**src/design/bf3_pkg.sv**
```systemverilog
// ----------------------------------------------------------------------------
// bf3_pkg
// Shared types and constants for the 3x3 RGB box filter: command and job
// records, the window type and the register and state codes.
// ----------------------------------------------------------------------------
package bf3_pkg;

    // fixed field widths
    localparam int PIX_W       = 24;
    localparam int CH_W        = 8;
    localparam int ROW_W       = 12;
    localparam int OUT_COL_W   = 10;
    localparam int CFG_IDX_W   = 1;
    localparam int CFG_DATA_W  = 13;
    localparam int WREG_W      = 11;
    localparam int HREG_W      = 13;
    localparam int MAX_HEIGHT  = 4096;
    localparam int S_TDATA_W   = 24;
    localparam int M_TDATA_W   = 48;

    // configuration register indexes
    localparam logic [CFG_IDX_W-1:0] CFG_FRAME_WIDTH  = 1'b0;
    localparam logic [CFG_IDX_W-1:0] CFG_FRAME_HEIGHT = 1'b1;

    typedef logic [PIX_W-1:0] pixel_t;

    // window: [row][col], row 0 oldest, col 0 leftmost
    typedef logic [2:0][2:0][PIX_W-1:0] win_t;

    typedef enum logic {
        CMD_PIXEL = 1'b0,
        CMD_DRAIN = 1'b1
    } cmd_kind_t;

    // classified item handed from the front to the back
    typedef struct packed {
        cmd_kind_t              kind;
        pixel_t                 pix;
        logic [ROW_W-1:0]       row;
        logic                   emit_a;
        logic                   emit_b;
        logic                   rv_top;
        logic                   cv_left_a;
        logic                   cv_left_b;
        logic                   cv_right;
        logic                   last;
    } cmd_t;

    // one mean computation handed to the arithmetic pipeline
    typedef struct packed {
        win_t                   px;
        logic [2:0]             rmask;
        logic [2:0]             cmask;
        logic [OUT_COL_W-1:0]   col;
        logic [ROW_W-1:0]       row;
        logic                   last;
    } job_t;

    typedef enum logic [2:0] {
        BK_IDLE,
        BK_PIX_LOAD,
        BK_PIX_EMIT_A,
        BK_PIX_EMIT_B,
        BK_DR_LOAD0,
        BK_DR_LOAD1,
        BK_DR_LOAD2,
        BK_DR_EMIT
    } back_state_t;

endpackage

```
**src/design/bf3_cmd_fifo.sv**
```systemverilog
// ----------------------------------------------------------------------------
// bf3_cmd_fifo
// Short command queue between the front and the back end, head visible
// without a pop.
// ----------------------------------------------------------------------------
module bf3_cmd_fifo #(
    parameter int DATA_W = 48,
    parameter int DEPTH  = 4
) (
    input  logic              aclk,
    input  logic              aresetn,
    input  logic              push,
    input  logic [DATA_W-1:0] wdata,
    output logic              full,
    input  logic              pop,
    output logic [DATA_W-1:0] rdata,
    output logic              empty
);
    import bf3_pkg::*;

    localparam int PTR_W = (DEPTH > 1) ? $clog2(DEPTH) : 1;
    localparam int CNT_W = $clog2(DEPTH + 1);

    logic [DATA_W-1:0] entry_reg [DEPTH];
    logic [PTR_W-1:0]  wr_ptr_reg, wr_ptr_next;
    logic [PTR_W-1:0]  rd_ptr_reg, rd_ptr_next;
    logic [CNT_W-1:0]  count_reg, count_next;

    assign full  = (count_reg == CNT_W'(DEPTH));
    assign empty = (count_reg == '0);
    assign rdata = entry_reg[rd_ptr_reg];

    // pointer and fill count update
    always_comb begin
        wr_ptr_next = wr_ptr_reg;
        rd_ptr_next = rd_ptr_reg;
        count_next  = count_reg;
        if (push) begin
            wr_ptr_next = (wr_ptr_reg == PTR_W'(DEPTH - 1)) ? '0 : wr_ptr_reg + PTR_W'(1);
        end
        if (pop) begin
            rd_ptr_next = (rd_ptr_reg == PTR_W'(DEPTH - 1)) ? '0 : rd_ptr_reg + PTR_W'(1);
        end
        if (push && !pop) begin
            count_next = count_reg + CNT_W'(1);
        end else if (pop && !push) begin
            count_next = count_reg - CNT_W'(1);
        end
    end

    always_ff @(posedge aclk) begin
        if (!aresetn) begin
            wr_ptr_reg <= '0;
            rd_ptr_reg <= '0;
            count_reg  <= '0;
        end else begin
            wr_ptr_reg <= wr_ptr_next;
            rd_ptr_reg <= rd_ptr_next;
            count_reg  <= count_next;
        end
    end

    // storage
    always_ff @(posedge aclk) begin
        if (push) begin
            entry_reg[wr_ptr_reg] <= wdata;
        end
    end

endmodule

```
**config.mk**
```make
export PLATFORM = sky130hd
export DESIGN_NAME = bf3_cmd_fifo
export DESIGN_NICKNAME = d
export VERILOG_FILES = /design/src/design/bf3_pkg.sv /design/src/design/bf3_cmd_fifo.sv
export SDC_FILE = /design/constraint.sdc
export NUM_CORES = 1
export LEC_CHECK = 0
export BUFFER_PORTS_ARGS = -buffer_cell sky130_fd_sc_hd__buf_4
export CORE_ASPECT_RATIO = 0.9
export CORE_UTILIZATION = 50
export DETAILED_ROUTE_END_ITERATION = 7
export GPL_TIMING_DRIVEN = 0
export PLACE_DENSITY_LB_ADDON = 0.08
export REMOVE_ABC_BUFFERS = 1
export SLEW_MARGIN = 25
export SYNTH_ARGS = -nofsm -noshare
export SYNTH_HDL_FRONTEND = slang
export SYNTH_SLANG_ARGS = --single-unit
export TNS_END_PERCENT = 100
```
**constraint.sdc**
```tcl
create_clock -name aclk -period 2.21 [get_ports aclk]
set_clock_uncertainty 0.15 [all_clocks]
set_input_delay 0.221 -clock aclk [delete_from_list [all_inputs] [get_ports aclk]]
set_output_delay 0.221 -clock aclk [all_outputs]
set_load 0.02 [all_outputs]
```
==> flow_summary.rst <==
.. list-table::
   :header-rows: 1

   * - Metric
     - Value
   * - Result of the run
     - complete, no violations
   * - Cells after Synth
     - 294
   * - Max-slew violation total from the final report
     - 0
   * - Clock buffer depth
     - 3
   * - Setup CP Type
     - flop to output pin
   * - Via count of the first global-routing pass
     - 3654
   * - Leading post-synthesis cells by instance count
     - sky130_fd_sc_hd__edfxtp_1, sky130_fd_sc_hd__mux4_2, sky130_fd_sc_hd__dfxtp_1
   * - Switching portion of total power
     - 0.213
   * - FFs w/ async S/R, synth
     - 0
   * - Maximum vdd ir drop
     - 740 µV
   * - DRT Pass-1 Iters
     - 4
   * - Clock Power Share
     - 0.384
   * - Dominant combinational cell family by area after synthesis
     - multiplexers
   * - Netlist area before placement
     - 7380 µm²
   * - Area of the core
     - 14200 µm²
   * - Mux cell area share after synthesis
     - 0.152
   * - CTS tree
     - built
   * - YS warnings
     - 0
   * - Flip-flop count of the largest register, all copies and words added
     - 192
   * - Ordered list of cells on the worst path
     - buf_16 -> mux4_2 -> buf_6
   * - Share of synthesized area occupied by flip-flops and latches
     - 0.806
   * - Fmax achieved
     - 455 MHz
   * - Data arrival time of the worst path
     - 1.83 ns
   * - Compound-cell area share of the yosys netlist
     - 0.00271
   * - Fraction of layout cells with a size suffix above 1
     - 0.403
   * - Most frequent cell after synthesis
     - sky130_fd_sc_hd__edfxtp_1
   * - Antenna viol nets, final
     - 0
   * - Final worst-path setup slack
     - 0.0101 ns
   * - Die height
     - 117 µm
   * - Average cell area after synthesis
     - 25.1 µm²
   * - Unrepaired setup endpoints after global routing
     - yes
   * - Flip-flop and latch count after synthesis
     - 201
   * - Net count of the finished layout
     - 527
   * - DP Area
     - 8460 µm²
   * - Detail Placement HPWL
     - 7360 µm
   * - RD Place Congestion
     - 0.649
   * - Number of levels in the clock H-tree
     - 1
   * - Final period utilization
     - 0.995
   * - Hold Fails Final Rpt
     - 0
   * - Antenna diode count
     - 0
   * - Total CTS buffers
     - 21
   * - Clock transition at the registers of the reported paths
     - 0.06 ns
   * - Quantity of I/O buffers inserted on ports
     - 101
   * - Maximum number of pins on one net before global-route repair
     - 43
   * - Worst path max stage delay
     - 0.55 ns
   * - # setup viols final
     - 0
   * - Number of DRC violations after detailed routing
     - 0
   * - Accumulated negative setup slack
     - 0 ns
   * - Distinct cell type count after synthesis
     - 22
   * - Adder-cell share of the synthesized area
     - 0.0129
   * - Actual slew at the worst max-slew pin
     - 0.320 ns
   * - CTS root buf
     - sky130_fd_sc_hd__clkbuf_16
   * - Layout overhead on the synthesized area
     - 33.0%
   * - CP endpoint kind
     - output pin
   * - Worst hold slack
     - 0.321 ns
   * - Internal power of the cells
     - 0.00702 W
   * - Top_reg_cell synth
     - sky130_fd_sc_hd__edfxtp_1
   * - Wirelength, routed
     - 13000 µm
   * - Slowest stage cell on the critical path
     - sky130_fd_sc_hd__mux4_2
   * - Detailed-route vias per instance
     - 5.23
   * - Initial antenna violation count
     - 0
   * - Static leakage
     - 3.40 nW
   * - I/O pin count
     - 102
   * - Area share of xor/xnor cells in the synthesized design
     - 0.00237
   * - Initial cell density of the core
     - 0.519
   * - DR iter-0 viols
     - 209
   * - Latest clock arrival within the worst-skew pair
     - 0.49 ns
   * - Proportion of power drawn by flip-flops and latches
     - 0.496
   * - Leftover overflow at the end of global routing
     - 0
   * - Maximum fanout encountered on the critical timing path
     - 15
   * - Post-route standard cell area excluding fillers
     - 9810 µm²
   * - Startpoint kind of the worst setup timing path
     - flop
   * - Combinational cell fraction of total power
     - 0.121
   * - Max capacitance violation total
     - 0
   * - Placement row count
     - 41
   * - Area fraction in and, or, nand and nor cells after synthesis
     - 0.0122
   * - Mean routed wirelength per cell
     - 19.3 µm
   * - Power dissipated by switching net loads
     - 0.00189 W
   * - Classification of the worst-slack hold path
     - input pin to flop
   * - Overall track demand over capacity in global routing
     - 0.180
   * - Remaining max-slew budget at the tightest pin
     - 0.787
   * - Die area
     - 15200 µm²
   * - Share of Yosys cell area claimed by the top area cell type
     - 0.782
   * - Req. time, crit path
     - 1.84 ns
   * - Die W
     - 130 µm
   * - Power Dens Cells
     - 908 nW/µm²
   * - Yosys top cell by area
     - sky130_fd_sc_hd__edfxtp_1
   * - Sinks on the clock net
     - 201
   * - Number of synthesized flops with an enable pin
     - 192
   * - Total power after layout
     - 0.00891 W
   * - Number of vias after detailed routing
     - 3523
   * - Top post-synthesis cells by area
     - sky130_fd_sc_hd__edfxtp_1, sky130_fd_sc_hd__mux4_2, sky130_fd_sc_hd__dfxtp_1
   * - First-pass GRT wire length
     - 20000 µm
   * - Worst setup timing slack at the placement stage
     - 0.113 ns
   * - Min Clock Period, post-route
     - 2.20 ns
## layout by cell type, fill, tap and decap left out, types with 2 or more instances in the layout
cell,Yosys,routed
sky130_fd_sc_hd__clkinv_1,0,3
sky130_fd_sc_hd__buf_4,2,72
sky130_fd_sc_hd__buf_6,3,29
sky130_fd_sc_hd__clkinv_2,0,3
sky130_fd_sc_hd__mux2i_1,4,4
sky130_fd_sc_hd__nor2b_1,5,5
sky130_fd_sc_hd__clkbuf_8,0,4
sky130_fd_sc_hd__clkbuf_16,0,21
sky130_fd_sc_hd__ha_1,6,6
sky130_fd_sc_hd__buf_16,0,3
sky130_fd_sc_hd__dlygate4sd3_1,0,51
sky130_fd_sc_hd__edfxtp_1,192,192
sky130_fd_sc_hd__and2_4,0,4
sky130_fd_sc_hd__nor3_1,2,2
sky130_fd_sc_hd__bufinv_16,0,2
sky130_fd_sc_hd__buf_8,0,2
sky130_fd_sc_hd__inv_1,4,4
sky130_fd_sc_hd__dfxtp_1,9,7
sky130_fd_sc_hd__dfxtp_4,0,2
sky130_fd_sc_hd__clkbuf_1,2,3
sky130_fd_sc_hd__mux4_2,48,48
sky130_fd_sc_hd__buf_12,0,4
## power by group through the flow
| stage | registers (W) | logic, W | clock network (W) |
|---|---|---|---|
| detailed placement | 0.00451 | 0.000924 | 0 |
| global placement | 0.00456 | 0.000844 | 0 |
| finish | 0.00442 | 0.00108 | 0.00342 |
| global route | 0.00443 | 0.00116 | 0.00365 |
| floorplan | 0.00452 | 0.000477 | 0 |
| CTS | 0.00442 | 0.00107 | 0.00348 |
## layer usage
metal | GRT usage | part of all wire
met3 | 0.0450 | 0.058
met1 | 0.239 | 0.41
met2 | 0.301 | 0.51
met5 | 0 | 0
met4 | 0.0496 | 0.017
## metrics by stage
stage / std cells / utilization
after floorplan: 284 / -
after global placement: 578 / 0.584
after detailed placement: 584 / 0.595
after CTS: 674 / 0.687
after global routing: 674 / 0.690
final: 674 / 0.690
## final timing paths
kind / start / endpoint / slack [ns] / cells past startpoint
setup / recovery: flop / rdata[45] / 0.01 / 3
hold / removal: wdata[40] / entry_reg[0][40] / 0.32 / 2
hold reg to reg: count_reg[2] / count_reg[2] / 0.37 / 2
setup reg to reg: wr_ptr_reg[0] / entry_reg[2][32] / 0.53 / 4
## cells by family (layout without fill, tap and decap cells)
group | after synthesis | in the layout
mux | 52 | 52
simple gates | 15 | 15
fa+ha+maj | 7 | 7
buf+inv | 14 | 201
xor+xnor | 2 | 2
compound gates | 3 | 3
flops | 201 | 201
## what timing repair did
item	CTS	global route
gates cloned	1	0
setup endpoints to repair	48	47
gates resized for setup	18	14
hold buffers	51	0
pin swaps	0	0
setup buffers	2	0
endpoints found under the hold margin	201	0
## final cells by class
type | instances | area [µm²]
Sequential cell | 201 | 5950
Inverter | 4 | 15.0
Multi-Input combinational cell | 79 | 1350
Tap cell | 193 | 241
Fill cell | 901 | 4400
Timing Repair Buffer | 161 | 1570
Clock buffer | 28 | 592
Clock inverter | 8 | 86.3
## critical path, delay by kind of cell (launching register included)
kind,cells,cell delay [ns]
DFF,1,0.43
buffers and inverters,2,0.34
muxes,1,0.55
No activity file was read; power rests on OpenSTA's default activity.
