**src/design/bf3_pkg.sv**
```systemverilog
// ----------------------------------------------------------------------------
// bf3_pkg
// Shared types and constants for the 3x3 RGB box filter: command and job
// records, the window type and the register and state codes.
// ----------------------------------------------------------------------------
package bf3_pkg;

    // fixed field widths
    localparam int PIX_W       = 24;
    localparam int CH_W        = 8;
    localparam int ROW_W       = 12;
    localparam int OUT_COL_W   = 10;
    localparam int CFG_IDX_W   = 1;
    localparam int CFG_DATA_W  = 13;
    localparam int WREG_W      = 11;
    localparam int HREG_W      = 13;
    localparam int MAX_HEIGHT  = 4096;
    localparam int S_TDATA_W   = 24;
    localparam int M_TDATA_W   = 48;

    // configuration register indexes
    localparam logic [CFG_IDX_W-1:0] CFG_FRAME_WIDTH  = 1'b0;
    localparam logic [CFG_IDX_W-1:0] CFG_FRAME_HEIGHT = 1'b1;

    typedef logic [PIX_W-1:0] pixel_t;

    // window: [row][col], row 0 oldest, col 0 leftmost
    typedef logic [2:0][2:0][PIX_W-1:0] win_t;

    typedef enum logic {
        CMD_PIXEL = 1'b0,
        CMD_DRAIN = 1'b1
    } cmd_kind_t;

    // classified item handed from the front to the back
    typedef struct packed {
        cmd_kind_t              kind;
        pixel_t                 pix;
        logic [ROW_W-1:0]       row;
        logic                   emit_a;
        logic                   emit_b;
        logic                   rv_top;
        logic                   cv_left_a;
        logic                   cv_left_b;
        logic                   cv_right;
        logic                   last;
    } cmd_t;

    // one mean computation handed to the arithmetic pipeline
    typedef struct packed {
        win_t                   px;
        logic [2:0]             rmask;
        logic [2:0]             cmask;
        logic [OUT_COL_W-1:0]   col;
        logic [ROW_W-1:0]       row;
        logic                   last;
    } job_t;

    typedef enum logic [2:0] {
        BK_IDLE,
        BK_PIX_LOAD,
        BK_PIX_EMIT_A,
        BK_PIX_EMIT_B,
        BK_DR_LOAD0,
        BK_DR_LOAD1,
        BK_DR_LOAD2,
        BK_DR_EMIT
    } back_state_t;

endpackage

```
**src/design/bf3_mean.sv**
```systemverilog
// ----------------------------------------------------------------------------
// bf3_mean
// Three-stage arithmetic pipeline: masked window sums, multiply by the
// reciprocal of twice the neighbour count, and the output register.
// ----------------------------------------------------------------------------
module bf3_mean (
    input  logic                              aclk,
    input  logic                              aresetn,
    input  logic                              job_valid,
    input  bf3_pkg::job_t                     job,
    output logic                              job_ready,
    output logic                              m_tvalid,
    input  logic                              m_tready,
    output logic [bf3_pkg::M_TDATA_W-1:0]     m_tdata,   // red, green, blue, out_col, out_row
    output logic                              m_tlast    // frame_last
);
    import bf3_pkg::*;

    localparam int SUM_W       = 12;
    localparam int N_W         = 13;
    localparam int RECIP_SHIFT = 17;
    localparam int RECIP_W     = 17;
    localparam int PROD_W      = N_W + RECIP_W;
    localparam int PAD_W       = M_TDATA_W - 3 * CH_W - OUT_COL_W - ROW_W;

    // number of neighbours inside the frame
    function automatic logic [3:0] win_count(input logic [2:0] rm, input logic [2:0] cm);
        logic [1:0] nr;
        logic [1:0] nc;
        nr = {1'b0, rm[0]} + {1'b0, rm[1]} + {1'b0, rm[2]};
        nc = {1'b0, cm[0]} + {1'b0, cm[1]} + {1'b0, cm[2]};
        return {2'b00, nr} * {2'b00, nc};
    endfunction

    // ceil(2^17 / (2*count)), exact floor for every reachable numerator
    function automatic logic [RECIP_W-1:0] recip(input logic [3:0] cnt);
        logic [RECIP_W-1:0] r;
        case (cnt)
            4'd1:    r = 17'd65536;
            4'd2:    r = 17'd32768;
            4'd3:    r = 17'd21846;
            4'd4:    r = 17'd16384;
            4'd6:    r = 17'd10923;
            4'd9:    r = 17'd7282;
            default: r = '0;
        endcase
        return r;
    endfunction

    logic                         ce;
    logic [3:0]                   cnt;
    logic [2:0][SUM_W-1:0]        sum;
    logic [2:0][N_W-1:0]          n_next;

    logic                         s1_valid_reg;
    logic [2:0][N_W-1:0]          s1_n_reg;
    logic [RECIP_W-1:0]           s1_recip_reg;
    logic [OUT_COL_W-1:0]         s1_col_reg;
    logic [ROW_W-1:0]             s1_row_reg;
    logic                         s1_last_reg;

    logic                         s2_valid_reg;
    logic [2:0][PROD_W-1:0]       s2_prod_reg;
    logic [2:0][PROD_W-1:0]       s2_prod_next;
    logic [OUT_COL_W-1:0]         s2_col_reg;
    logic [ROW_W-1:0]             s2_row_reg;
    logic                         s2_last_reg;

    logic                         out_valid_reg;
    logic [M_TDATA_W-1:0]         out_data_reg;
    logic [M_TDATA_W-1:0]         out_data_next;
    logic                         out_last_reg;

    // the whole pipe advances unless a result waits at the output
    assign ce        = !out_valid_reg || m_tready;
    assign job_ready = ce;

    // masked sums per channel
    always_comb begin
        cnt = win_count(job.rmask, job.cmask);
        for (int ch = 0; ch < 3; ch++) begin
            sum[ch] = '0;
            for (int i = 0; i < 3; i++) begin
                for (int j = 0; j < 3; j++) begin
                    if (job.rmask[i] && job.cmask[j]) begin
                        sum[ch] = sum[ch] + SUM_W'(job.px[i][j][ch*CH_W +: CH_W]);
                    end
                end
            end
            n_next[ch] = {sum[ch], 1'b0} + N_W'(cnt);
        end
    end

    // reciprocal products
    always_comb begin
        for (int ch = 0; ch < 3; ch++) begin
            s2_prod_next[ch] = PROD_W'(s1_n_reg[ch]) * PROD_W'(s1_recip_reg);
        end
    end

    // quotient extraction and result packing
    assign out_data_next = {{PAD_W{1'b0}}, s2_row_reg, s2_col_reg,
                            s2_prod_reg[2][RECIP_SHIFT +: CH_W],
                            s2_prod_reg[1][RECIP_SHIFT +: CH_W],
                            s2_prod_reg[0][RECIP_SHIFT +: CH_W]};

    // valid flags
    always_ff @(posedge aclk) begin
        if (!aresetn) begin
            s1_valid_reg  <= 1'b0;
            s2_valid_reg  <= 1'b0;
            out_valid_reg <= 1'b0;
        end else if (ce) begin
            s1_valid_reg  <= job_valid;
            s2_valid_reg  <= s1_valid_reg;
            out_valid_reg <= s2_valid_reg;
        end
    end

    // payload stages
    always_ff @(posedge aclk) begin
        if (ce) begin
            s1_n_reg     <= n_next;
            s1_recip_reg <= recip(cnt);
            s1_col_reg   <= job.col;
            s1_row_reg   <= job.row;
            s1_last_reg  <= job.last;
            s2_prod_reg  <= s2_prod_next;
            s2_col_reg   <= s1_col_reg;
            s2_row_reg   <= s1_row_reg;
            s2_last_reg  <= s1_last_reg;
            out_data_reg <= out_data_next;
            out_last_reg <= s2_last_reg;
        end
    end

    assign m_tvalid = out_valid_reg;
    assign m_tdata  = out_data_reg;
    assign m_tlast  = out_last_reg;

endmodule

```
**config.mk**
```make
export PLATFORM = sky130hd
export DESIGN_NAME = bf3_mean
export DESIGN_NICKNAME = d
export VERILOG_FILES = /design/src/design/bf3_pkg.sv /design/src/design/bf3_mean.sv
export SDC_FILE = /design/constraint.sdc
export NUM_CORES = 2
export LEC_CHECK = 0
export ABC_AREA = 1
export BUFFER_PORTS_ARGS = -buffer_cell sky130_fd_sc_hd__buf_4
export CAP_MARGIN = 10
export CELL_PAD_IN_SITES_DETAIL_PLACEMENT = 1
export CELL_PAD_IN_SITES_GLOBAL_PLACEMENT = 1
export CORE_MARGIN = 8
export CORE_UTILIZATION = 47
export DETAILED_ROUTE_END_ITERATION = 7
export PLACE_DENSITY_LB_ADDON = 0.1
export SYNTH_ARGS = -nofsm -noshare
export SYNTH_HDL_FRONTEND = slang
export SYNTH_SLANG_ARGS = --single-unit
```
**constraint.sdc**
```tcl
create_clock -name aclk -period 12.51 [get_ports aclk]
set_input_delay 1.8765 -clock aclk [delete_from_list [all_inputs] [get_ports aclk]]
set_output_delay 1.8765 -clock aclk [all_outputs]
set_load 0.02 [all_outputs]
```
==> impl_metrics.csv <==
group,metric,value,unit
clocking,clk_latency,0.49,ns
finish,ff_latch_area,0.00492,mm^2
finish,nFillCells,8876,
detailed_routing,drt_drc_violations_left,0,
floorplan,boundaryPins,300,
detailed_routing,dr.first_iter.drc_count,1371,
timing,clock_skew,0.0305,ns
detailed_routing,route.detailed.wl_per_inst,19.0,um
timing,max_slew.worst_pin.slew,1.08,ns
placed_design,gpl.final_weighted_congestion,0.934,
timing,final-max-slew-violation-count,0,
critical_path,cp.required,12.74,ns
synthesis,synthTopCellsByArea,"sky130_fd_sc_hd__fa_1, sky130_fd_sc_hd__edfxtp_1, sky130_fd_sc_hd__ha_1",
grt,antenna_violations_before_repair,15,
detailed_routing,drt_pass1_iterations,5,
finish,multi_input_comb_area,0.0240,mm^2
finish,final_layout_size_suffix_gt1_share,9.91,%
critical_path,crit_fanout,30,
grt,grt_pass1_wl,169,mm
synthesis,synth_compound_gate_area_share,6.64,%
floorplan,fp-row-count,97,
finish,final_common_cell,"sky130_fd_sc_hd__inv_1",
synthesis,synth.ff_latch_count,165,
synthesis,fraction_of_post_synthesis_cell_area_in_the_top_cell_type_by_area,26.6,%
clocking,path_clk_slew,0.07,ns
grt,grt_overflow,0,
finish,final_core_utilization,53.0,%
detailed_routing,viasPerCell,5.16,
grt,grt_pass1_vias,32000,
run_status,run_status,"complete, no violations",
detailed_routing,route.vias.total,28800,
clocking,tritoncts,"done",
critical_path,cp_max_stage_cell,"sky130_fd_sc_hd__ha_1",
power_and_ir_drop,power_leakage,21.3,nW
clocking,clock-root-buffer,"sky130_fd_sc_hd__clkbuf_16",
clocking,post-cts-setup-buffers,0,
clocking,cts_resized,0,
finish,total_nets_final,5667,
timing,hold_viol,0,
timing,post-route-min-period,10.99,ns
synthesis,ys.flop_type,"sky130_fd_sc_hd__edfxtp_1",
placed_design,port_buffers,297,
synthesis,synthesis.area,0.0334,mm^2
synthesis,yosysUniqueCellTypes,50,
grt,pin_count_of_the_biggest_net_entering_global_routing,106,
timing,rsz0062_at_grt,"false",
detailed_routing,route.antenna.remaining_nets,0,
clocking,number_of_cts_inserted_buffers,17,
clocking,cts_buffer_depth,2,
timing,fin_crit_sh,87.8,%
timing,final-setup-viol-count,0,
placed_design,dp_hpwl,92.2,mm
floorplan,initial_utilization,47.6,%
synthesis,average_cell_area_after_synthesis,7.62,um^2
timing,maxSlewHeadroom,28.0,%
clocking,cts_hold_repair.buffers,0,
finish,final_cell_mix,"sky130_fd_sc_hd__inv_1, sky130_fd_sc_hd__nand2_1, sky130_fd_sc_hd__fa_1, sky130_fd_sc_hd__ha_1, sky130_fd_sc_hd__buf_4",
power_and_ir_drop,vdd_ir_drop_max,0.000100,V
floorplan,die_y,282,um
floorplan,floorplan.core_area,0.0701,mm^2
critical_path,critical_path_endpoint_category,"flip-flop",
critical_path,cpPeakStageDelay,0.36,ns
synthesis,synth_edf_count,162,
synthesis,synthCells,4377,
synthesis,count_of_warnings_emitted_by_yosys,0,
critical_path,critical_path_source_type,"input port",
critical_path,cp.arrival,11.22,ns
critical_path,worst-path-buf-inv,17,
clocking,cts_htree_levels,4,
hold_path,worst_hold_path_type,"reg2reg",
synthesis,synth_xor_xnor_area_share,3.25,%
floorplan,die-area,0.0798,mm^2
synthesis,synth_top_family_by_area,"adder cells",
placed_design,placement.setup.worst_slack,1.22,ns
run,max-cap-violations,0,
timing,clock.fmax,91.0,MHz
floorplan,die_w,282,um
synthesis,netlist.top_cell.by_area,"sky130_fd_sc_hd__fa_1",
finish,area_growth,11.5,%
power_and_ir_drop,finalPower,5.20,mW
timing,finalSetupTns,0,ns
critical_path,critical-path-top-delay-family,"simple AND/OR/NAND/NOR gates",
synthesis,post_synth_mux_area_share,0,%
synthesis,synth-async-reset-ratio,0,%
timing,layout_setup_ws,1.52,ns
synthesis,synth.yosys.seq_area_share,14.8,%
synthesis,synth_fa_ha_area_share,40.0,%
synthesis,synthSimpleGateAreaFrac,21.9,%
clocking,cts.sinks,165,
grt,globalRouteTotalUtil,27.1,%
critical_path,worst_setup_path_class,"in2reg",
power_and_ir_drop,powerDensity,140,mW/mm^2
detailed_routing,detail_route.wirelength,106,mm
finish,largest_register_ffs,46,
==> path summary, 6_finish.rpt <==
path | slack, ns | endpoint | depth (start not counted) | from
worst min register to register | 0.42 | m_tdata[23] | 0 | out_data_next[23]
worst min-delay path | 0.42 | m_tdata[23] | 0 | out_data_next[23]
worst max register to register | 6.13 | out_data_next[15] | 24 | s1_recip_reg[13]
worst max-delay path | 1.52 | s1_n_reg[12] | 66 | job[26]
==> routing by layer <==
| metal | wire, um | part of all wire (%) | track usage (%) |
|---|---|---|---|
| met5 | 52 | 0.049 | 0 |
| met2 | 52000 | 49 | 47.6 |
| met1 | 44800 | 42 | 33.2 |
| met3 | 5160 | 4.9 | 4.63 |
| met4 | 4010 | 3.8 | 10.1 |
==> logic make-up after synthesis <==
logic type                 after synthesis
AOI/OAI and AO/OA                      402
xor gates and xnor gates               124
adders and majority gates              801
buffers and inverters                 1182
DFF                                    165
other                                    1
and+or+nand+nor                       1702
==> synthesized netlist by cell type (all sizes together) (8+ instances only) <==
cell type	number
inv	1079
xnor2	44
buf	49
clkbuf	50
nand4	43
nand2	1067
fa	443
nand3b	16
nand3	283
or2	26
a211oi	8
edfxtp	162
nor3	27
ha	358
a31oi	24
xor2	80
and2	11
o21a	13
nor2	228
a21oi	178
a21boi	8
a21o	12
o21ai	134
o21bai	9
==> area by class of cell <==
cell class	instances	area share, %
diodes	11	0.0740
clock buffers	17	1.14
clock inverters	15	0.555
inverters	1083	10.9
multi-input cells	3031	64.4
flip-flops and latches	165	13.2
well taps	940	3.16
repair buffers	319	6.44
==> metrics by stage <==
| stage | cell area [um^2] | hold WS (ns) | std cells |
|---|---|---|---|
| global route | 37200 | 0.429 | 5575 |
| global placement | 36500 | 0.400 | 5538 |
| CTS | 37200 | 0.423 | 5570 |
| detailed placement | 36500 | 0.406 | 5538 |
| floorplan | 33400 | 0.400 | 4378 |
| finish | 37200 | 0.421 | 5581 |
==> power by group <==
group / switching [mW] / internal [mW]
logic: 2.20 / 1.43
registers: 0.163 / 0.831
clock network: 0.295 / 0.278
(Power assumes the default switching activity.)
