$ cat src/design/bf3_pkg.sv
// ----------------------------------------------------------------------------
// bf3_pkg
// Shared types and constants for the 3x3 RGB box filter: command and job
// records, the window type and the register and state codes.
// ----------------------------------------------------------------------------
package bf3_pkg;

    // fixed field widths
    localparam int PIX_W       = 24;
    localparam int CH_W        = 8;
    localparam int ROW_W       = 12;
    localparam int OUT_COL_W   = 10;
    localparam int CFG_IDX_W   = 1;
    localparam int CFG_DATA_W  = 13;
    localparam int WREG_W      = 11;
    localparam int HREG_W      = 13;
    localparam int MAX_HEIGHT  = 4096;
    localparam int S_TDATA_W   = 24;
    localparam int M_TDATA_W   = 48;

    // configuration register indexes
    localparam logic [CFG_IDX_W-1:0] CFG_FRAME_WIDTH  = 1'b0;
    localparam logic [CFG_IDX_W-1:0] CFG_FRAME_HEIGHT = 1'b1;

    typedef logic [PIX_W-1:0] pixel_t;

    // window: [row][col], row 0 oldest, col 0 leftmost
    typedef logic [2:0][2:0][PIX_W-1:0] win_t;

    typedef enum logic {
        CMD_PIXEL = 1'b0,
        CMD_DRAIN = 1'b1
    } cmd_kind_t;

    // classified item handed from the front to the back
    typedef struct packed {
        cmd_kind_t              kind;
        pixel_t                 pix;
        logic [ROW_W-1:0]       row;
        logic                   emit_a;
        logic                   emit_b;
        logic                   rv_top;
        logic                   cv_left_a;
        logic                   cv_left_b;
        logic                   cv_right;
        logic                   last;
    } cmd_t;

    // one mean computation handed to the arithmetic pipeline
    typedef struct packed {
        win_t                   px;
        logic [2:0]             rmask;
        logic [2:0]             cmask;
        logic [OUT_COL_W-1:0]   col;
        logic [ROW_W-1:0]       row;
        logic                   last;
    } job_t;

    typedef enum logic [2:0] {
        BK_IDLE,
        BK_PIX_LOAD,
        BK_PIX_EMIT_A,
        BK_PIX_EMIT_B,
        BK_DR_LOAD0,
        BK_DR_LOAD1,
        BK_DR_LOAD2,
        BK_DR_EMIT
    } back_state_t;

endpackage

$ cat src/design/bf3_front.sv
// ----------------------------------------------------------------------------
// bf3_front
// Accepts stream transactions, tracks the raster position and the drain of
// the last row, and turns each transaction into a command for the back end.
// ----------------------------------------------------------------------------
module bf3_front #(
    parameter int MAX_WIDTH = 1024
) (
    input  logic                                  aclk,
    input  logic                                  aresetn,
    input  logic                                  cfg_we,
    input  logic [bf3_pkg::CFG_IDX_W-1:0]         cfg_index,
    input  logic [bf3_pkg::CFG_DATA_W-1:0]        cfg_wdata,
    input  logic                                  s_tvalid,
    output logic                                  s_tready,
    input  logic [bf3_pkg::S_TDATA_W-1:0]         s_tdata,
    input  logic                                  s_tuser,
    input  logic                                  fifo_full,
    output logic                                  push,
    output bf3_pkg::cmd_t                         push_cmd,
    output logic [$clog2(MAX_WIDTH)-1:0]          push_col
);
    import bf3_pkg::*;

    localparam int COL_W   = $clog2(MAX_WIDTH);
    localparam int MW_W    = $clog2(MAX_WIDTH + 1);
    localparam int WCMP_W  = (WREG_W > MW_W) ? WREG_W : MW_W;
    localparam int W_RESET = (640 > MAX_WIDTH) ? MAX_WIDTH : 640;
    localparam logic [COL_W-1:0] W_LAST_RESET = COL_W'(W_RESET - 1);
    localparam logic [ROW_W-1:0] H_LAST_RESET = ROW_W'(479);

    logic [COL_W-1:0]  w_last_reg, w_last_next;
    logic [ROW_W-1:0]  h_last_reg, h_last_next;
    logic [COL_W-1:0]  in_col_reg, in_col_next;
    logic [ROW_W-1:0]  in_row_reg, in_row_next;
    logic [COL_W-1:0]  drain_col_reg, drain_col_next;
    logic              drain_pending_reg, drain_pending_next;

    logic              accept;
    logic              is_drain;
    logic              wrap;
    logic [COL_W-1:0]  c;
    logic [ROW_W-1:0]  r;
    logic              col_end;
    logic              row_end;
    logic              d_over;
    logic              d_end;
    logic [WCMP_W-1:0] w_ext;
    logic [HREG_W-1:0] h_raw;

    assign s_tready = !fifo_full;
    assign accept   = s_tvalid && s_tready;
    assign is_drain = (cmd_kind_t'(s_tuser) == CMD_DRAIN);

    // position of the incoming pixel, restarting after an out-of-frame count
    assign wrap    = (in_col_reg > w_last_reg) || (in_row_reg > h_last_reg);
    assign c       = wrap ? '0 : in_col_reg;
    assign r       = wrap ? '0 : in_row_reg;
    assign col_end = (c == w_last_reg);
    assign row_end = (r == h_last_reg);
    assign d_over  = (drain_col_reg > w_last_reg);
    assign d_end   = (drain_col_reg == w_last_reg);

    // command build
    always_comb begin
        push_cmd           = '0;
        push_cmd.kind      = is_drain ? CMD_DRAIN : CMD_PIXEL;
        push_cmd.pix       = pixel_t'(s_tdata);
        push_col           = is_drain ? drain_col_reg : c;
        push               = accept && (!is_drain || (drain_pending_reg && !d_over));
        if (is_drain) begin
            push_cmd.row       = h_last_reg;
            push_cmd.rv_top    = (h_last_reg != '0);
            push_cmd.cv_left_a = (drain_col_reg != '0);
            push_cmd.cv_right  = !d_end;
            push_cmd.last      = d_end;
        end else begin
            push_cmd.row       = r - ROW_W'(1);
            push_cmd.emit_a    = (r != '0) && (c != '0);
            push_cmd.emit_b    = (r != '0) && col_end;
            push_cmd.rv_top    = (r > ROW_W'(1));
            push_cmd.cv_left_a = (c > COL_W'(1));
            push_cmd.cv_left_b = (c != '0);
        end
    end

    // effective frame size from a register write
    assign w_ext = WCMP_W'(cfg_wdata[WREG_W-1:0]);
    assign h_raw = cfg_wdata[HREG_W-1:0];

    // next state of position, drain and frame size
    always_comb begin
        w_last_next        = w_last_reg;
        h_last_next        = h_last_reg;
        in_col_next        = in_col_reg;
        in_row_next        = in_row_reg;
        drain_col_next     = drain_col_reg;
        drain_pending_next = drain_pending_reg;
        if (cfg_we) begin
            case (cfg_index)
                CFG_FRAME_WIDTH: begin
                    if (w_ext == '0) begin
                        w_last_next = '0;
                    end else if (w_ext > WCMP_W'(MAX_WIDTH)) begin
                        w_last_next = COL_W'(MAX_WIDTH - 1);
                    end else begin
                        w_last_next = COL_W'(w_ext - WCMP_W'(1));
                    end
                end
                CFG_FRAME_HEIGHT: begin
                    if (h_raw == '0) begin
                        h_last_next = '0;
                    end else if (h_raw > HREG_W'(MAX_HEIGHT)) begin
                        h_last_next = ROW_W'(MAX_HEIGHT - 1);
                    end else begin
                        h_last_next = ROW_W'(h_raw - HREG_W'(1));
                    end
                end
                default: begin
                end
            endcase
            in_col_next        = '0;
            in_row_next        = '0;
            drain_col_next     = '0;
            drain_pending_next = 1'b0;
        end else if (accept) begin
            if (is_drain) begin
                if (drain_pending_reg) begin
                    if (d_over || d_end) begin
                        drain_pending_next = 1'b0;
                        drain_col_next     = '0;
                    end else begin
                        drain_col_next = drain_col_reg + COL_W'(1);
                    end
                end
            end else begin
                drain_pending_next = 1'b0;
                if (col_end) begin
                    in_col_next = '0;
                    if (row_end) begin
                        in_row_next        = '0;
                        drain_pending_next = 1'b1;
                        drain_col_next     = '0;
                    end else begin
                        in_row_next = r + ROW_W'(1);
                    end
                end else begin
                    in_col_next = c + COL_W'(1);
                    in_row_next = r;
                end
            end
        end
    end

    always_ff @(posedge aclk) begin
        if (!aresetn) begin
            w_last_reg        <= W_LAST_RESET;
            h_last_reg        <= H_LAST_RESET;
            in_col_reg        <= '0;
            in_row_reg        <= '0;
            drain_col_reg     <= '0;
            drain_pending_reg <= 1'b0;
        end else begin
            w_last_reg        <= w_last_next;
            h_last_reg        <= h_last_next;
            in_col_reg        <= in_col_next;
            in_row_reg        <= in_row_next;
            drain_col_reg     <= drain_col_next;
            drain_pending_reg <= drain_pending_next;
        end
    end

endmodule

$ cat config.mk
export PLATFORM = sky130hd
export DESIGN_NAME = bf3_front
export DESIGN_NICKNAME = d
export VERILOG_FILES = /design/src/design/bf3_pkg.sv /design/src/design/bf3_front.sv
export SDC_FILE = /design/constraint.sdc
export NUM_CORES = 1
export LEC_CHECK = 0
export BUFFER_PORTS_ARGS = -buffer_cell sky130_fd_sc_hd__buf_2
export CAP_MARGIN = 5
export CORE_UTILIZATION = 45
export CTS_CLUSTER_SIZE = 12
export DETAILED_ROUTE_END_ITERATION = 16
export GPL_TIMING_DRIVEN = 0
export PLACE_DENSITY = 0.72
export SLEW_MARGIN = 20
export SYNTH_ARGS = -nofsm -noshare
export SYNTH_HDL_FRONTEND = slang
export SYNTH_SLANG_ARGS = --single-unit
$ cat constraint.sdc
create_clock -name aclk -period 13.1 [get_ports aclk]
set_input_delay 1.965 -clock aclk [delete_from_list [all_inputs] [get_ports aclk]]
set_output_delay 1.965 -clock aclk [all_outputs]
set_load 0.005 [all_outputs]
==> results of run 1 <==
[metal layers]
layer	vias up	track usage, %
li1	2813	-
met1	2558	38.16
met2	299	43.53
met3	49	3.142
met4	0	13.14
met5	-	0
[cells in the mapped netlist (all sizes together) (8+ instances only)]
library cell  instances  area share (%)
and3                  8            0.96
a31oi                16             1.9
inv                  41             2.9
nor4                 10             1.2
xor2                  8             1.3
xnor2                20             3.3
dfxtp                55              21
a21oi                51             5.0
ha                   43              10
o21ai                70             6.7
nand4                14             1.7
nand3                43             4.1
nand2                98             7.1
nor2                 55             3.9
a21o                  8             1.1
clkbuf               39             2.8
o211ai                9             1.3
buf                  37             5.1
nor2b                 8            0.96
nor3                 19             1.8
[worst reg2reg max path, stage by stage, from the launching register on]
cell,delay [ps]
dfxtp_1,410
inv_1,130
ha_1,330
a21oi_1,180
o21ai_0,120
a2111oi_2,360
nor2_1,240
buf_4,240
nor2_1,190
buf_2,270
clkbuf_1,420
buf_1,480
nand2_1,240
inv_1,100
ha_1,210
nand3_1,140
nor3_1,260
nand3_1,200
or3_1,390
a211o_1,280
nand2_1,70
[layout make-up]
class                      count  area (µm²)
sequential                    55        1101
fill                        1171        5446
clock inverter                 3       22.52
buffer                        76       414.1
timing repair buffer          73       365.4
clock buffer                   5       125.1
multi-input combinational    576        3562
tap                          143       178.9
inverter                      41       153.9
[final timing paths]
check	end	slack, ps
max	push_cmd[11]	6070
min	h_last_reg[3]$_SDFFE_PN1P_	510
max reg2reg	in_row_reg[10]$_SDFFE_PP0P_	7810
min reg2reg	h_last_reg[3]$_SDFFE_PN1P_	510
[cell families (layout without fill, tap and decap cells)]
| kind of cell | after synthesis | after routing | share of synthesized area [%] |
|---|---|---|---|
| buffers and inverters | 117 | 198 | 10.86 |
| AOI/OAI and AO/OA | 211 | 211 | 25.83 |
| muxes | 3 | 3 | 0.5979 |
| xor gates and xnor gates | 28 | 28 | 4.688 |
| DFF | 55 | 55 | 21.05 |
| and+or+nand+nor | 291 | 291 | 26.69 |
| adders and majority gates | 43 | 43 | 10.28 |
[where the power goes]
| part | total (µW) | internal [µW] | switching, µW | leakage (µW) |
|---|---|---|---|---|
| Sequential | 178 | 172 | 6.55 | 0.000448 |
| Combinational | 69.1 | 28.6 | 40.4 | 0.00207 |
| Clock | 141 | 71.9 | 68.9 | 0.0000742 |
| Total | 388 | 272 | 116 | 0.00259 |
[stage by stage]
step / instance area (µm²) / hold slack (ps) / setup slack (ps)
6_report: 5923 / 514.7 / 6072
5_1_grt: 5923 / 543.1 / 5553
4_1_cts: 5923 / 515.5 / 6175
3_5_place_dp: 5776 / 498.7 / 6496
3_3_place_gp: 5776 / 502.2 / 6534
2_1_floorplan: 5231 / 476.4 / 7559
==> impl_metrics.env, run 1 <==
export IMPL_status="completed"
export IMPL_hold_path_depth=2
export IMPL_grt_pass1_vias=5090
export IMPL_post_drt_wl_per_cell_um=16.76
export IMPL_layout_common_cells="nand2_1, buf_2, o21ai_0"
export IMPL_rr_worst_depth=20
export IMPL_syn_avg_cell_area_um2=6.994
export IMPL_core_area_um2=11370
export IMPL_reg2reg_from="w_last_reg[7]$_SDFFE_PN0P_"
export IMPL_clockRootBuffer="clkbuf_16"
export IMPL_critPathMaxStageDelay_ps=480
export IMPL_dp_hpwl_um=12470
export IMPL_period_share_pct=53.65
export IMPL_highest_layer="met4"
export IMPL_synth_nets=835
export IMPL_synth_ff_latch_count=55
export IMPL_start_util_pct=46.01
export IMPL_power_uw=388.2
export IMPL_min_delay_start="h_last_reg[3]$_SDFFE_PN1P_"
export IMPL_async_reset_ff_share_pct=0
export IMPL_path_clk_slew_ps=80
export IMPL_maxCapViolations=0
export IMPL_crit_start="w_last_reg[7]$_SDFFE_PN0P_"
export IMPL_holdCritPathClass="reg -> reg"
export IMPL_num_rows=39
export IMPL_met2WireLength_um=7271
export IMPL_vdd_drop_max_uv=47.23
export IMPL_worst_pin_slew_ps=706.6
export IMPL_ios=100
export IMPL_dieArea_um2=12060
export IMPL_routed_via_density=5.884
export IMPL_yosysWarningCount=0
export IMPL_clock_latency_ps=300
export IMPL_ys_seq_area_share_pct=21.05
export IMPL_critPathArrivalTime_ps=5060
export IMPL_relSlewSlack_pct=52.89
export IMPL_cp_buffers_inverters=7
export IMPL_utilization_pct=52.10
export IMPL_final_common_cell="nand2_1"
export IMPL_num_antenna_cells=0
export IMPL_max_freq_ghz=0.1423
export IMPL_grt_overflow_total=0
export IMPL_dpl_cell_count=964
export IMPL_crit_required_ps=11140
export IMPL_nNetsFinal=915
export IMPL_post_cts_setup_buffer_count=0
export IMPL_worst_setup_path_type="reg -> out"
export IMPL_grt_usage_pct=27.91
export IMPL_power_density_nw_per_um2=65.53
export IMPL_routabilityCongestion=0.9641
export IMPL_synth_cell_types=69
export IMPL_cts_hold_buf=0
export IMPL_cts_sinks=55
export IMPL_drt_iter0_markers=625
export IMPL_cts_path_max_buffers=2
export IMPL_setup_tns_ps=0
export IMPL_final_cells=972
export IMPL_grt_max_degree=19
export IMPL_routed_wl_um=16300
export IMPL_syn_to_final_growth_pct=13.23
export IMPL_cp_start_kind="flip-flop"
export IMPL_cp_top_family="buffers and inverters"
export IMPL_antenna_left=0
export IMPL_syn_instance_count=748
export IMPL_die_y_um=109.8
export IMPL_dr_wl_met3_um=1299
export IMPL_path_depth=18
export IMPL_layout_drive_gt1_share_pct=15.80
export IMPL_die_w_um=109.8
export IMPL_p_leak_uw=0.002589
export IMPL_syn_cell_area_um2=5231
export IMPL_dr_pass1_iters=6
export IMPL_h_tree_depth=2
export IMPL_crit_fanout=10
export IMPL_cp_slowest_cell="buf_1"
export IMPL_synth_edf_count=0
export IMPL_finalHoldViolCount=0
export IMPL_routed_via_count=5719
export IMPL_antenna_found_initial=0
export IMPL_synth_ff_type="dfxtp_1"
export IMPL_drc=0
export IMPL_drv_slew=0
export IMPL_rsz0062_at_grt="no"
export IMPL_setup_viol=0
export IMPL_cts_buffers=5
export IMPL_path_cells="inv_1, ha_1, a21oi_1, o21ai_0, a2111oi_2, nor2_1, buf_4, nor2_1, buf_2, clkbuf_1, buf_1, nand2_1, ha_1, clkbuf_1, nand2_1, o21ai_0, o31ai_1, buf_2"
export IMPL_fin_crit_ps=7028
export IMPL_portBuffers=73
export IMPL_fin_worst_skew_ps=8.438
export IMPL_grt_pass1_wl_um=25990
export IMPL_cts_tree="done"
export IMPL_met1_length_um=7167
export IMPL_critPathCaptureType="primary output"
export IMPL_cts_resized=0
(Power assumes the default switching activity.)
==> run 2: changes to the inputs <==
--- a/config.mk
+++ b/config.mk
@@ -11,7 +11,7 @@
 export CTS_CLUSTER_SIZE = 12
 export DETAILED_ROUTE_END_ITERATION = 16
 export GPL_TIMING_DRIVEN = 0
-export PLACE_DENSITY = 0.72
+export PLACE_DENSITY = 0.75
 export SLEW_MARGIN = 20
 export SYNTH_ARGS = -nofsm -noshare
 export SYNTH_HDL_FRONTEND = slang
==> constraint.sdc (replaced) <==
create_clock -name aclk -period 5.7 [get_ports aclk]
set_input_delay 0.855 -clock aclk [delete_from_list [all_inputs] [get_ports aclk]]
set_output_delay 0.855 -clock aclk [all_outputs]
set_load 0.005 [all_outputs]
==> run 2 against run 1 <==
  * Via count rose by 4.1%
  * Final area is 0.51% higher
  * Clock-buffer cell count did not move
  * First-iteration DRC count fell by 14%
  * Setup slack lost 5800 ps
  * Register-to-register slack worse by 7000 ps
  * Global-route usage is 1.0 points higher
  * Non-clock buffer count is the same
==> impl_metrics.env, run 2 (synthesized netlist as in run 1, its figures left out) <==
export IMPL_status="completed"
export IMPL_period_share_pct=95.94
export IMPL_fin_crit_ps=5468
export IMPL_die_y_um=109.8
export IMPL_start_util_pct=46.01
export IMPL_dp_hpwl_um=12850
export IMPL_drc=0
export IMPL_critPathArrivalTime_ps=4610
export IMPL_cts_sinks=55
export IMPL_relSlewSlack_pct=51.96
export IMPL_utilization_pct=52.36
export IMPL_placed_area_um2=5776
export IMPL_post_cts_setup_buffer_count=0
export IMPL_portBuffers=73
export IMPL_reg2reg_from="w_last_reg[7]$_SDFFE_PN0P_"
export IMPL_post_drt_wl_per_cell_um=17.39
export IMPL_p_leak_uw=0.002601
export IMPL_cts_tree="done"
export IMPL_syn_to_final_growth_pct=13.80
export IMPL_min_delay_start="h_last_reg[11]$_SDFFE_PN0P_"
export IMPL_crit_required_ps=4850
export IMPL_seq_area_um2=1101
export IMPL_layout_common_cells="nand2_1, buf_2, o21ai_0"
export IMPL_power_density_nw_per_um2=157.1
export IMPL_path_cells="inv_1, ha_1, a21oi_1, o21ai_0, a2111oi_2, nor2_2, buf_4, nor2_1, buf_2, clkbuf_2, buf_2, nand2_1, ha_1, clkbuf_2, nand3b_1, a32oi_1, o21ai_0, buf_2"
export IMPL_fillCellCount=1177
export IMPL_cp_slowest_cell="dfxtp_1"
export IMPL_path_clk_slew_ps=70
export IMPL_drv_slew=0
export IMPL_critPathCaptureType="primary output"
export IMPL_setup_viol=0
export IMPL_routed_via_count=5953
export IMPL_maxCapViolations=0
export IMPL_crit_fanout=10
export IMPL_cts_path_max_buffers=2
export IMPL_fin_worst_skew_ps=9.800
export IMPL_die_w_um=109.8
export IMPL_max_freq_ghz=0.1829
export IMPL_num_antenna_cells=0
export IMPL_grt_usage_pct=28.90
export IMPL_antenna_found_initial=0
export IMPL_finish_instance_area_um2=5953
export IMPL_grt_overflow_total=0
export IMPL_grt_pass1_wl_um=27170
export IMPL_critPathMaxStageDelay_ps=400
export IMPL_dieArea_um2=12060
export IMPL_final_common_cell="nand2_1"
export IMPL_routed_wl_um=16910
export IMPL_crit_start="w_last_reg[7]$_SDFFE_PN0P_"
export IMPL_h_tree_depth=2
export IMPL_cts_hold_buf=0
export IMPL_worst_setup_path_type="reg -> out"
export IMPL_clock_latency_ps=300
export IMPL_vdd_drop_max_uv=130.2
export IMPL_clockRootBuffer="clkbuf_16"
export IMPL_cp_start_kind="flip-flop"
export IMPL_dr_pass1_iters=5
export IMPL_nNetsFinal=915
export IMPL_antenna_left=0
export IMPL_worst_pin_slew_ps=720.6
export IMPL_grt_pass1_vias=5393
export IMPL_finalHoldViolCount=0
export IMPL_multi_input_area_um2=3565
export IMPL_holdCritPathClass="reg -> reg"
export IMPL_path_common_cell="buf_2"
export IMPL_cts_buffers=5
export IMPL_num_rows=39
export IMPL_grt_max_degree=19
export IMPL_routabilityCongestion=0.9413
export IMPL_ios=100
export IMPL_routed_via_density=6.124
export IMPL_drt_iter0_markers=537
export IMPL_core_area_um2=11370
export IMPL_layout_drive_gt1_share_pct=16.28
[run 2: through the flow]
stage	setup slack (ps)	hold WS, ps	std cells	power [µW]	TNS (ps)
5_1_grt	-22.54	557.8	972	974.0	-41.57
6_report	231.6	521.3	972	935.4	0
3_3_place_gp	335.3	503.7	964	573.2	0
2_1_floorplan	1269	476.4	748	515.7	0
4_1_cts	164.3	525.0	972	937.0	0
3_5_place_dp	303.6	510.2	964	576.2	0
[run 2: repair_timing]
action | in CTS | in global routing
gates cloned | 0 | 0
gates resized for setup | 1 | 5
endpoints found under the hold margin | 0 | 0
pin swaps | 0 | 0
endpoints found under the setup margin | 1 | 6
[run 2: power breakdown]
group / switching [µW] / total [µW] / internal, µW
Combinational: 94.6 / 161 / 66.0
Sequential: 15.3 / 410 / 395
Clock: 155 / 365 / 209
[run 2: worst paths after layout]
check                                              endpoint  slack [ps]  depth (start not counted)
worst max-delay path                           push_cmd[13]         230                         18
worst min-delay path            h_last_reg[11]$_SDFFE_PN0P_         520                          2
worst max register to register  in_row_reg[10]$_SDFFE_PP0P_         810                         20
worst min register to register  h_last_reg[11]$_SDFFE_PN0P_         520                          2
[run 2: layout make-up]
cell class,instances,share of cell area [%]
clock inverters,3,0.7776
clock buffers,5,2.102
flip-flops and latches,55,18.50
plain buffers,76,7.020
well taps,143,3.005
inverters,41,2.585
multi-input cells,576,59.88
repair buffers,73,6.137
[run 2: worst max-delay path: cells and delay by family (launching register included)]
kind	cells	cell delay, ps
buffers and inverters	7	1550
AO/OA/AOI/OAI	5	1090
AND/OR/NAND/NOR	4	650
flip-flops	1	400
adder cells (fa/ha/maj)	2	620
[run 2: routing by layer]
metal	vias up	GRT usage, %	part of all wire (%)
met5	-	0	0
met3	55	4.564	10
li1	2813	-	-
met1	2721	37.85	41
met2	364	47.50	46
met4	0	10.86	2.9
==> run 3: changes to the inputs <==
--- a/config.mk
+++ b/config.mk
@@ -7,11 +7,11 @@
 export LEC_CHECK = 0
 export BUFFER_PORTS_ARGS = -buffer_cell sky130_fd_sc_hd__buf_2
 export CAP_MARGIN = 5
-export CORE_UTILIZATION = 45
+export CORE_UTILIZATION = 34
 export CTS_CLUSTER_SIZE = 12
 export DETAILED_ROUTE_END_ITERATION = 16
 export GPL_TIMING_DRIVEN = 0
-export PLACE_DENSITY = 0.75
+export PLACE_DENSITY = 0.6
 export SLEW_MARGIN = 20
 export SYNTH_ARGS = -nofsm -noshare
 export SYNTH_HDL_FRONTEND = slang
==> run 3 against run 2 <==
  * Register-to-register slack improved by 200 ps
  * Worst hold slack got worse by 3.6 ps
  * Clock-buffer cell count unchanged
  * Highest routed layer unchanged
==> impl_metrics.env, run 3 (synthesized netlist as in run 1, its figures left out) <==
export IMPL_num_antenna_cells=0
export IMPL_routed_wl_um=17540
export IMPL_dr_pass1_iters=6
export IMPL_power_uw=910.6
export IMPL_clockPowerShare_pct=37.1
export IMPL_worst_pin_slew_ps=768.0
export IMPL_layout_drive_gt1_share_pct=16.06
export IMPL_max_freq_ghz=0.1872
export IMPL_vdd_drop_max_uv=111.3
export IMPL_r2r_slack_ps=1010
export IMPL_routed_via_density=5.692
export IMPL_rr_worst_depth=19
export IMPL_utilization_pct=40.56
export IMPL_dp_hpwl_um=13560
export IMPL_dpl_cell_count=1005
export IMPL_layout_common_cells="nand2_1, buf_2, o21ai_0"
export IMPL_start_util_pct=35.46
export IMPL_die_y_um=126.0
export IMPL_ios=100
export IMPL_final_cells=1012
export IMPL_rr_endpoint="in_row_reg[10]$_SDFFE_PP0P_"
export IMPL_relSlewSlack_pct=48.80
export IMPL_core_area_um2=14750
export IMPL_post_cts_setup_buffer_count=0
export IMPL_setup_tns_ps=0
export IMPL_dieArea_um2=15890
export IMPL_crit_required_ps=4850
export IMPL_maxCapViolations=0
export IMPL_die_w_um=126.0
export IMPL_drc=0
export IMPL_path_clk_slew_ps=80
export IMPL_grt_max_degree=20
export IMPL_post_drt_wl_per_cell_um=17.33
export IMPL_fin_worst_skew_ps=4.800
export IMPL_p_leak_uw=0.002592
export IMPL_drv_slew=0
export IMPL_clock_latency_ps=300
export IMPL_power_density_nw_per_um2=152.2
export IMPL_portBuffers=73
export IMPL_reg2reg_from="w_last_reg[3]$_SDFFE_PN1P_"
export IMPL_grt_usage_pct=22.12
export IMPL_hold_end="h_last_reg[3]$_SDFFE_PN1P_"
export IMPL_p_sw_share_pct=30.89
export IMPL_cts_tree="done"
export IMPL_clockRootBuffer="clkbuf_16"
export IMPL_hold_path_depth=2
export IMPL_nNetsFinal=914
export IMPL_critPathCaptureType="primary output"
export IMPL_finalHoldViolCount=0
export IMPL_cp_start_kind="flip-flop"
export IMPL_p_int_uw=629.3
export IMPL_syn_to_final_growth_pct=14.40
export IMPL_crit_fanout=19
export IMPL_grt_pass1_vias=5256
export IMPL_holdWs_ps=517.7
export IMPL_routabilityCongestion=0.9366
export IMPL_cts_buffers=5
export IMPL_min_delay_start="h_last_reg[3]$_SDFFE_PN1P_"
export IMPL_power_switching_uw=281.3
export IMPL_drt_iter0_markers=628
export IMPL_num_rows=44
export IMPL_final_common_cell="nand2_1"
export IMPL_status="completed"
export IMPL_rsz0062_at_grt="no"
export IMPL_worst_setup_path_type="reg -> out"
export IMPL_h_tree_depth=2
export IMPL_combPwrFrac_pct=17.8
export IMPL_holdCritPathClass="reg -> reg"
export IMPL_grt_pass1_wl_um=28120
export IMPL_setup_viol=0
export IMPL_cts_path_max_buffers=2
export IMPL_routed_via_count=5760
export IMPL_cts_sinks=55
export IMPL_fin_crit_ps=5343
export IMPL_p_seq_share_pct=45.0
export IMPL_critPathArrivalTime_ps=4490
export IMPL_antenna_found_initial=0
export IMPL_antenna_left=0
export IMPL_grt_overflow_total=0
export IMPL_period_share_pct=93.74
## run 3: power by group through the flow
stage                     logic, µW  clock network (µW)  registers (µW)
after floorplan                 103                   0             413
after global placement          159                   0             418
after detailed placement        160                   0             419
after CTS                       161                 342             410
after global routing            180                 360             412
final                           162                 338             410
## run 3: stage by stage
step / worst slack, ps / area, µm²
floorplan: 1269 / 5231
global placement: 100.1 / 5827
detailed placement: 129.7 / 5827
CTS: 129.0 / 5977
global route: 17.20 / 5984
finish: 356.9 / 5984
## run 3: critical path, stage by stage, from the launching register on
cell	delay [ps]
dfxtp_1	360
inv_1	110
ha_1	330
a21o_1	170
a21o_1	180
a2111oi_2	390
nor2_1	220
buf_4	230
nor2_1	250
buf_6	240
buf_2	280
nand2_1	170
ha_1	300
clkbuf_1	260
xor2_1	220
o21ai_0	280
buf_2	180
## run 3: per-layer routing
metal	part of all wire (%)	wire length (µm)	global-route usage, %	up-vias
li1	-	-	-	2810
met1	47	8200	30.75	2719
met2	46	8024	36.30	205
met3	5.4	951	2.167	26
met4	2.0	359	5.953	0
met5	0	0	0	-
## run 3: repair_timing
action                                 in CTS  in global routing
gates resized for setup                     1                  5
hold buffers                                0                  0
pin swaps                                   0                  0
setup endpoints to repair                   6                  7
endpoints found under the hold margin       0                  0
## run 3: worst max path at each step
stage / startpoint / to / cells past startpoint
3_5_place_dp: w_last_reg[3]$_SDFFE_PN1P_ / push_cmd[11] / 18
3_3_place_gp: w_last_reg[3]$_SDFFE_PN1P_ / push_cmd[9] / 17
2_1_floorplan: w_last_reg[3]$_SDFFE_PN1P_ / push_cmd[11] / 17
6_report: w_last_reg[3]$_SDFFE_PN1P_ / push_cmd[9] / 16
4_1_cts: w_last_reg[3]$_SDFFE_PN1P_ / push_cmd[11] / 17
5_1_grt: w_last_reg[9]$_SDFFE_PN1P_ / push_cmd[11] / 17
## run 3: layout make-up
| type | instances | area (µm²) |
|---|---|---|
| Fill cell | 1565 | 8770 |
| Clock inverter | 3 | 27.53 |
| Inverter | 41 | 153.9 |
| Buffer | 75 | 419.2 |
| Tap cell | 184 | 230.2 |
| Multi-Input combinational cell | 576 | 3562 |
| Clock buffer | 5 | 125.1 |
| Sequential cell | 55 | 1101 |
| Timing Repair Buffer | 73 | 365.4 |
